File: src/hdl/keyed_slot_table_top_defines.svh
// ---------------------------------------------------------------------------
// keyed_slot_table_top_defines.svh
// Assertion macros for the keyed slot table. They expand to nothing when
// SYNTHESIS is defined.
// ---------------------------------------------------------------------------
`ifndef KEYED_SLOT_TABLE_TOP_DEFINES_SVH
`define KEYED_SLOT_TABLE_TOP_DEFINES_SVH

`ifndef SYNTHESIS
// Same-cycle implication: cons must hold whenever ante holds
`define KST_ASSERT_IMP(label, clk, rst, ante, cons, msg) \
   label: assert property (@(posedge clk) disable iff (rst) (ante) |-> (cons)) \
      else $error(msg);
// Next-cycle implication: cons must hold in the cycle after ante
`define KST_ASSERT_NXT(label, clk, rst, ante, cons, msg) \
   label: assert property (@(posedge clk) disable iff (rst) (ante) |=> (cons)) \
      else $error(msg);
`else
`define KST_ASSERT_IMP(label, clk, rst, ante, cons, msg)
`define KST_ASSERT_NXT(label, clk, rst, ante, cons, msg)
`endif

`endif

File: src/hdl/kst_pkg.sv
// ---------------------------------------------------------------------------
// kst_pkg
// Sizes, codes and shared types of the keyed slot table.
// ---------------------------------------------------------------------------
`default_nettype none

package kst_pkg;

   // Table geometry
   localparam int SLOTS = 16;
   localparam int IDX_W = (SLOTS > 1) ? $clog2(SLOTS) : 1;
   localparam int CNT_W = $clog2(SLOTS + 1);

   // Field widths
   localparam int KEY_W = 16;
   localparam int VAL_W = 16;

   // Request actions
   typedef enum logic [1:0] {
      ACT_INSERT = 2'd0,
      ACT_REMOVE = 2'd1,
      ACT_UPDATE = 2'd2
   } kst_action_type;

   // Response status codes
   typedef enum logic [1:0] {
      ST_DONE    = 2'd0,
      ST_FULL    = 2'd1,
      ST_MISSING = 2'd2
   } kst_status_type;

   // Controller states
   typedef enum logic [1:0] {
      S_IDLE,
      S_SCAN,
      S_FINISH
   } kst_state_type;

   // Write side of the slot store
   typedef struct packed {
      logic             key_en;
      logic             val_en;
      logic [IDX_W-1:0] addr;
      logic [KEY_W-1:0] key;
      logic [VAL_W-1:0] val;
   } kst_wr_type;

   // Read data of the slot store
   typedef struct packed {
      logic [KEY_W-1:0] key;
      logic [VAL_W-1:0] val;
   } kst_rd_type;

endpackage

`default_nettype wire

File: src/hdl/kst_store.sv
// ---------------------------------------------------------------------------
// kst_store
// Key and value memories of the slot table: one registered read port and
// one write port with separate enables for key and value.
// ---------------------------------------------------------------------------
`default_nettype none

module kst_store (
   input  wire logic                    clock,
   input  wire logic                    rd_en,
   input  wire logic [kst_pkg::IDX_W-1:0] rd_addr,
   output kst_pkg::kst_rd_type          rd_data,
   input  wire kst_pkg::kst_wr_type     wr
);
   import kst_pkg::*;

   logic [KEY_W-1:0] key_mem [SLOTS];
   logic [VAL_W-1:0] val_mem [SLOTS];
   kst_rd_type       rd_data_ff;

   // Write key and value independently
   always_ff @(posedge clock) begin
      if (wr.key_en) begin
         key_mem[wr.addr] <= wr.key;
      end
      if (wr.val_en) begin
         val_mem[wr.addr] <= wr.val;
      end
   end

   // Registered read
   always_ff @(posedge clock) begin
      if (rd_en) begin
         rd_data_ff.key <= key_mem[rd_addr];
         rd_data_ff.val <= val_mem[rd_addr];
      end
   end

   assign rd_data = rd_data_ff;

endmodule

`default_nettype wire

File: src/hdl/keyed_slot_table_top.sv
// ---------------------------------------------------------------------------
// keyed_slot_table_top
// Associative slot table with first-free allocation: insert, remove and
// update of keyed entries, one request at a time.
// ---------------------------------------------------------------------------
//
//   channel   direction  tdata fields (lsb first)                      width
//   req_*     in         action, entry_key, new_value                   40
//   rsp_*     out        status, slot_index, slot_value, free_slots     32
//
// Scan: a request walks the slots from slot 0, one slot per cycle through
// the store's read port, and stops at the first hit. The unused action
// code skips the walk.
// Reset: synchronous; all slots free, free count SLOTS, no clearing pass.
// Stalls: the response register holds a finished beat while the next request
// is accepted and scanned; only the write-back waits for it to drain.
// ---------------------------------------------------------------------------
`default_nettype none
`include "keyed_slot_table_top_defines.svh"

module keyed_slot_table_top (
   input  wire logic        clock,
   input  wire logic        reset,
   input  wire logic        req_tvalid,
   output logic             req_tready,
   // [1:0] action, [17:2] entry_key, [33:18] new_value, [39:34] zero
   input  wire logic [39:0] req_tdata,
   output logic             rsp_tvalid,
   input  wire logic        rsp_tready,
   // [1:0] status, [5:2] slot_index, [21:6] slot_value, [26:22] free_slots,
   // [31:27] zero
   output logic [31:0]      rsp_tdata
);
   import kst_pkg::*;

   localparam logic [IDX_W-1:0] LAST_IDX = IDX_W'(SLOTS - 1);

   // Control registers
   kst_state_type    state_ff, state_in;
   logic [IDX_W-1:0] addr_ff, addr_in;
   logic [IDX_W-1:0] probe_ff, probe_in;
   logic             probe_on_ff, probe_on_in;
   logic             found_ff, found_in;
   logic [SLOTS-1:0] valid_ff, valid_in;
   logic [CNT_W-1:0] count_ff, count_in;
   logic             rsp_tvalid_ff, rsp_tvalid_in;

   // Payload registers
   logic [1:0]       act_ff, act_in;
   logic [KEY_W-1:0] key_ff, key_in;
   logic [VAL_W-1:0] nval_ff, nval_in;
   logic [IDX_W-1:0] hit_ff, hit_in;
   logic [VAL_W-1:0] val_ff, val_in;
   logic [31:0]      rsp_tdata_ff, rsp_tdata_in;

   // Store interface
   logic             rd_en;
   kst_rd_type       rd_data;
   kst_wr_type       wr;

   // Probe evaluation and response fields
   logic             probe_valid;
   logic             probe_hit;
   logic             last_probe;
   logic             finish_go;
   logic [1:0]       out_status;
   logic [3:0]       out_idx;
   logic [VAL_W-1:0] out_val;
   logic [31:0]      hit_wide;
   logic [31:0]      count_wide;

   kst_store u_store (
      .clock   (clock),
      .rd_en   (rd_en),
      .rd_addr (addr_ff),
      .rd_data (rd_data),
      .wr      (wr)
   );

   // Judge the slot whose data returns from the store this cycle
   assign probe_valid = valid_ff[probe_ff];
   assign probe_hit   = (act_ff == ACT_INSERT) ? !probe_valid
                                               : (probe_valid && (rd_data.key == key_ff));
   assign last_probe  = (probe_ff == LAST_IDX);
   assign hit_wide    = 32'(hit_ff);
   assign count_wide  = 32'(count_in);

   // Next state, scan control and write-back
   always_comb begin
      state_in      = state_ff;
      addr_in       = addr_ff;
      probe_in      = probe_ff;
      probe_on_in   = probe_on_ff;
      found_in      = found_ff;
      valid_in      = valid_ff;
      count_in      = count_ff;
      rsp_tvalid_in = rsp_tvalid_ff && !rsp_tready;
      act_in        = act_ff;
      key_in        = key_ff;
      nval_in       = nval_ff;
      hit_in        = hit_ff;
      val_in        = val_ff;
      rsp_tdata_in  = rsp_tdata_ff;
      req_tready    = (state_ff == S_IDLE);
      rd_en         = 1'b0;
      finish_go     = 1'b0;
      wr            = '0;
      wr.addr       = hit_ff;
      wr.key        = key_ff;
      out_status    = ST_MISSING;
      out_idx       = '0;
      out_val       = '0;

      case (state_ff)
         S_IDLE: begin
            // Capture the request and, for a known action, start the walk at slot 0
            if (req_tvalid) begin
               act_in      = req_tdata[1:0];
               key_in      = req_tdata[17:2];
               nval_in     = req_tdata[33:18];
               addr_in     = '0;
               probe_on_in = 1'b0;
               found_in    = 1'b0;
               if (req_tdata[1:0] == ACT_INSERT || req_tdata[1:0] == ACT_REMOVE ||
                   req_tdata[1:0] == ACT_UPDATE) begin
                  state_in = S_SCAN;
               end else begin
                  state_in = S_FINISH;
               end
            end
         end
         S_SCAN: begin
            rd_en = 1'b1;
            if (probe_on_ff && probe_hit) begin
               // Stop at the lowest hit and keep the value read there
               found_in = 1'b1;
               hit_in   = probe_ff;
               val_in   = rd_data.val;
               state_in = S_FINISH;
            end else if (probe_on_ff && last_probe) begin
               state_in = S_FINISH;
            end else begin
               // Advance the read address; the probe holds the previous read address
               probe_in    = addr_ff;
               probe_on_in = 1'b1;
               if (addr_ff != LAST_IDX) begin
                  addr_in = addr_ff + 1'b1;
               end
            end
         end
         S_FINISH: begin
            // Write back once the response register is free
            if (!rsp_tvalid_ff || rsp_tready) begin
               finish_go = 1'b1;
               state_in  = S_IDLE;
            end
         end
         default: begin
            state_in = S_IDLE;
         end
      endcase

      // Apply the action and build the response beat
      if (finish_go) begin
         if (found_ff) begin
            case (act_ff)
               ACT_INSERT: begin
                  wr.key_en        = 1'b1;
                  wr.val_en        = 1'b1;
                  wr.val           = '0;
                  valid_in[hit_ff] = 1'b1;
                  count_in         = count_ff - 1'b1;
                  out_val          = '0;
               end
               ACT_REMOVE: begin
                  valid_in[hit_ff] = 1'b0;
                  count_in         = count_ff + 1'b1;
                  out_val          = val_ff;
               end
               ACT_UPDATE: begin
                  wr.val_en = 1'b1;
                  wr.val    = nval_ff;
                  out_val   = nval_ff;
               end
               default: begin
                  out_val = '0;
               end
            endcase
            out_status = ST_DONE;
            out_idx    = hit_wide[3:0];
         end else if (act_ff == ACT_INSERT) begin
            out_status = ST_FULL;
         end else begin
            out_status = ST_MISSING;
         end
         rsp_tvalid_in = 1'b1;
         rsp_tdata_in  = {5'b0, count_wide[4:0], out_val, out_idx, out_status};
      end
   end

   // Control state
   always_ff @(posedge clock) begin
      if (reset) begin
         state_ff      <= S_IDLE;
         addr_ff       <= '0;
         probe_ff      <= '0;
         probe_on_ff   <= 1'b0;
         found_ff      <= 1'b0;
         valid_ff      <= '0;
         count_ff      <= CNT_W'(SLOTS);
         rsp_tvalid_ff <= 1'b0;
      end else begin
         state_ff      <= state_in;
         addr_ff       <= addr_in;
         probe_ff      <= probe_in;
         probe_on_ff   <= probe_on_in;
         found_ff      <= found_in;
         valid_ff      <= valid_in;
         count_ff      <= count_in;
         rsp_tvalid_ff <= rsp_tvalid_in;
      end
   end

   // Payload
   always_ff @(posedge clock) begin
      act_ff       <= act_in;
      key_ff       <= key_in;
      nval_ff      <= nval_in;
      hit_ff       <= hit_in;
      val_ff       <= val_in;
      rsp_tdata_ff <= rsp_tdata_in;
   end

   assign rsp_tvalid = rsp_tvalid_ff;
   assign rsp_tdata  = rsp_tdata_ff;

   // Free count tracks the valid bits between requests
   `KST_ASSERT_IMP(a_count_matches, clock, reset, state_ff == S_IDLE,
      count_ff == CNT_W'(SLOTS - $countones(valid_ff)), "free count out of step")

   // A response beat only appears after a write-back
   `KST_ASSERT_IMP(a_rsp_from_finish, clock, reset, $rose(rsp_tvalid_ff),
      $past(state_ff) == S_FINISH, "response loaded outside write-back")

   // The store is written only while no scan reads it
   `KST_ASSERT_IMP(a_no_rw_overlap, clock, reset, wr.key_en || wr.val_en,
      !rd_en && state_ff == S_FINISH, "store write overlaps a scan")

   // An accepted request leaves the idle state
   `KST_ASSERT_NXT(a_accept_leaves_idle, clock, reset, req_tvalid && req_tready,
      state_ff == S_SCAN || state_ff == S_FINISH, "accepted request not started")

endmodule

`default_nettype wire
File: config.mk
export PLATFORM = sky130hd
export DESIGN_NAME = keyed_slot_table_top
export DESIGN_NICKNAME = d
export VERILOG_FILES = /design/src/hdl/kst_pkg.sv /design/src/hdl/kst_store.sv /design/src/hdl/keyed_slot_table_top.sv
export VERILOG_INCLUDE_DIRS = /design/src /design/src/hdl
export SDC_FILE = /design/constraint.sdc
export NUM_CORES = 1
export LEC_CHECK = 0
export BUFFER_PORTS_ARGS = -buffer_cell sky130_fd_sc_hd__buf_2
export CORE_ASPECT_RATIO = 1.1
export CORE_UTILIZATION = 30
export DETAILED_ROUTE_END_ITERATION = 10
export PLACE_DENSITY = 0.51
export SLEW_MARGIN = 0
export SYNTH_ARGS = -nofsm -noshare
export SYNTH_HDL_FRONTEND = slang
export SYNTH_SLANG_ARGS = --single-unit
File: constraint.sdc
create_clock -name clock -period 9.5 [get_ports clock]
set_clock_uncertainty 0.2 [all_clocks]
set_input_delay 0.475 -clock clock [delete_from_list [all_inputs] [get_ports clock]]
set_output_delay 0.475 -clock clock [all_outputs]
set_load 0.05 [all_outputs]
==> impl_metrics.py <==
metrics = {
    "clock_network": {
        "cts_num_sinks": 659,
        "cts_tree": "built",
        "cts_buffer_depth": 3,
        "cts_max_level": 3,
        "path_clk_slew_ns": 0.06,
        "clk_latency_ns": 0.59,
        "post_cts_buffers": 0,
        "clock-root-buffer": "clkbuf_16",
        "cts-resized-gates": 0,
        "cts_buffers": 68,
        "holdBufCountCts": 34,
    },
    "worst_hold_path": {
        "hold_end": "rsp_tvalid",
        "hp-start": "rsp_tready",
        "hp-class": "input port to register",
        "hold_depth": 3,
    },
    "timing": {
        "fin_crit_ns": 3.799,
        "setup_viol": 0,
        "rsz0062_at_grt": "false",
        "final-max-slew-violation-count": 0,
        "setup_tns_ns": 0,
        "hold_viol_final": 0,
        "fin_crit_sh": 0.3999,
        "max_freq_mhz": 263.2,
        "slew_headroom": 0.2738,
        "worst_slew_pin_slew_ns": 1.087,
    },
    "global_route": {
        "grt_pass1_vias": 13570,
        "grt.overflow.total": 0,
        "grt_max_degree": 122,
        "grt_pass1_wl_um": 89560,
        "grt.total_usage": 0.1440,
        "antenna_found_initial": 0,
    },
    "place": {
        "dp_cells": 2575,
        "dpl.hpwl_um": 31920,
        "portBuffers": 66,
        "gp_congestion": 0.7572,
    },
    "setup_path": {
        "worst_ep_required_time_ns": 9.64,
        "worst_r2r_path_depth": 5,
        "timing.rr.start": "addr_ff[0]",
        "path_max_fanout": 121,
        "worstSetupEndpointType": "register",
        "crit_type": "register to register",
        "ff2ff_setup_slack_ns": 5.70,
        "cp_data_arrival_time_ns": 3.94,
        "critPathSlowestCell": "buf_4",
        "crit_path_max_incr_delay_ns": 0.92,
        "worstPathCellList": "buf_12 -> buf_4 -> mux4_2 -> a22oi_1 -> nand2_1",
        "start_kind": "register",
        "r2r-end": "u_store.rd_data[12]",
    },
    "logic_synthesis": {
        "synth_cell_types": 57,
        "yosys_warnings": 0,
        "synth_edf_count": 625,
        "synth_area_leaders": "edfxtp_1 (74%), mux4_2 (5.8%), mux2i_1 (5.0%)",
        "yosysTopAreaCellShare": 0.7363,
        "synth_area_per_cell_um2": 18.01,
        "synthArstFlopShare": 0,
        "syn_inst": 1415,
        "ys_seq_area_frac": 0.7630,
        "synth_flop_cell": "edfxtp_1",
        "synth_top_area_cell": "edfxtp_1",
        "synth_seq_cells": 659,
        "netlist_area_mm2": 0.02549,
    },
    "finish": {
        "drive_above_1_share": 0.1939,
        "area_growth_pct": 16.68,
        "final_nets": 1601,
        "fin_util": 0.3551,
        "fin_cells": 2730,
    },
    "power": {
        "vdd_drop_max_mv": 0.09534,
        "p_per_area_mw_per_mm2": 210.3,
        "p_leak_uw": 0.009740,
    },
    "routing": {
        "wl_met3_um": 3325,
        "met1_length_um": 26470,
        "drtPass1Iterations": 4,
        "drt_iter0_markers": 989,
        "wl_per_cell_um": 22.52,
        "ant_nets": 0,
        "drc": 0,
        "wl_met2_um": 30710,
        "vias_per_cell": 4.840,
        "vias": 13210,
        "wl_um": 61490,
        "topRoutingLayerUsed": "met4",
    },
    "floorplan": {
        "io_pins": 78,
        "die-area_mm2": 0.08614,
        "die_w_um": 279.9,
        "rows": 111,
        "initial_core_util": 0.3044,
        "die_y_um": 307.7,
        "coreArea_mm2": 0.08375,
    },
    "run_status": {
        "status": "complete, no violations",
    },
    "job": {
        "cap_violations": 0,
    },
}
final cells by class:
cell class	instances	area, µm²
Tap cell	1130	1414
Antenna cell	1	2.502
Inverter	16	60.06
Timing Repair Buffer	140	983.4
Multi-Input combinational cell	664	5784
Fill cell	7851	54000
Clock inverter	24	170.2
Clock buffer	96	1871
Sequential cell	659	19460
synth_stat cells (2+ instances only):
master and count:
a21o_1 2, a21oi_1 40, a221oi_1 64, a22o_1 2, a22oi_1 31, a311oi_1 4
a31oi_1 4, and2_1 4, buf_1 10, buf_2 17, buf_4 6, clkbuf_1 46
clkinv_1 2, dfxtp_1 34, edfxtp_1 625, ha_1 7, inv_1 14, mux2i_1 128
mux4_1 2, mux4_2 66, nand2_1 83, nand2b_1 3, nand3_1 22, nand4_1 6
nand4b_1 2, nor2_1 61, nor2b_1 14, nor3_1 4, nor4_1 3, o21a_1 2
o21ai_0 55, o21bai_1 2, or3_1 8, xnor2_1 3, xor2_1 17
power breakdown:
group / switching, µW / internal [µW] / leakage, µW
sequential: 66.8 / 3250 / 0.00660
clock: 1070 / 1430 / 0.000994
combinational: 289 / 157 / 0.00214
total: 1420 / 4830 / 0.00974
worst max-delay path by stage:
stage / start / end / cells past startpoint
floorplan: rsp_tvalid / u_store.key_mem[15][0] / 6
global placement: addr_ff[0] / u_store.rd_data[12] / 5
detailed placement: addr_ff[0] / u_store.rd_data[7] / 5
CTS: addr_ff[0] / u_store.rd_data[7] / 5
global route: addr_ff[0] / u_store.rd_data[7] / 5
finish: addr_ff[0] / u_store.rd_data[12] / 5
registers in the layout, indices dropped and copies added, names as in the netlist, 2 cells and up, named ones only:
| register | flops |
|---|---|
| key_ff | 16 |
| act_ff | 2 |
| nval_ff | 16 |
| hit_ff | 4 |
| u_store.val_mem | 256 |
| u_store.key_mem | 256 |
| u_store.rd_data | 32 |
| probe_ff | 4 |
| addr_ff | 4 |
| state_ff | 2 |
| rsp_tdata | 27 |
| count_ff | 5 |
| val_ff | 16 |
cells by family after synthesis:
logic type | count (synthesis) | share of synthesized area
fa+ha+maj | 8 | 0.004221
flops | 659 | 0.7630
mux | 198 | 0.1117
buf+inv | 96 | 0.01615
other cells | 1 | 0.0001471
compound gates | 217 | 0.05949
xor+xnor | 20 | 0.006872
simple gates | 216 | 0.03844
layer usage:
layer,GRT usage,vias up
met5,0,-
li1,-,5937
met1,0.1873,6849
met3,0.02701,75
met2,0.2451,351
met4,0.03914,0
critical path, delay by kind of cell (launching register included):
kind	cells	cell delay (ns)
mux	1	0.62
buf+inv	2	1.60
flops	1	0.60
simple gates	1	0.06
compound gates	1	0.20
per-stage QoR:
step	hold slack, ns	cell area (µm²)	total power [µW]	setup slack, ns
6_report	0.06378	29740	6256	5.701
2_1_floorplan	0.2003	25500	3668	5.470
4_1_cts	0.01750	29740	6339	5.673
5_1_grt	0.03979	29740	6475	5.465
3_3_place_gp	0.2013	27360	3814	5.682
3_5_place_dp	0.2052	27360	3821	5.663
layout by cell type (no fill, tap or decap), types with 26 or more instances in the layout:
cell	n
nor2_2	26
mux2i_1	128
clkbuf_16	71
nand2_1	83
nor2_1	26
a221oi_1	64
buf_4	39
buf_2	66
dfxtp_1	31
mux4_2	66
edfxtp_1	625
a21oi_1	40
a22oi_1	31
dlygate4sd3_1	34
o21ai_0	55
Power figures use the tool's default switching activity.
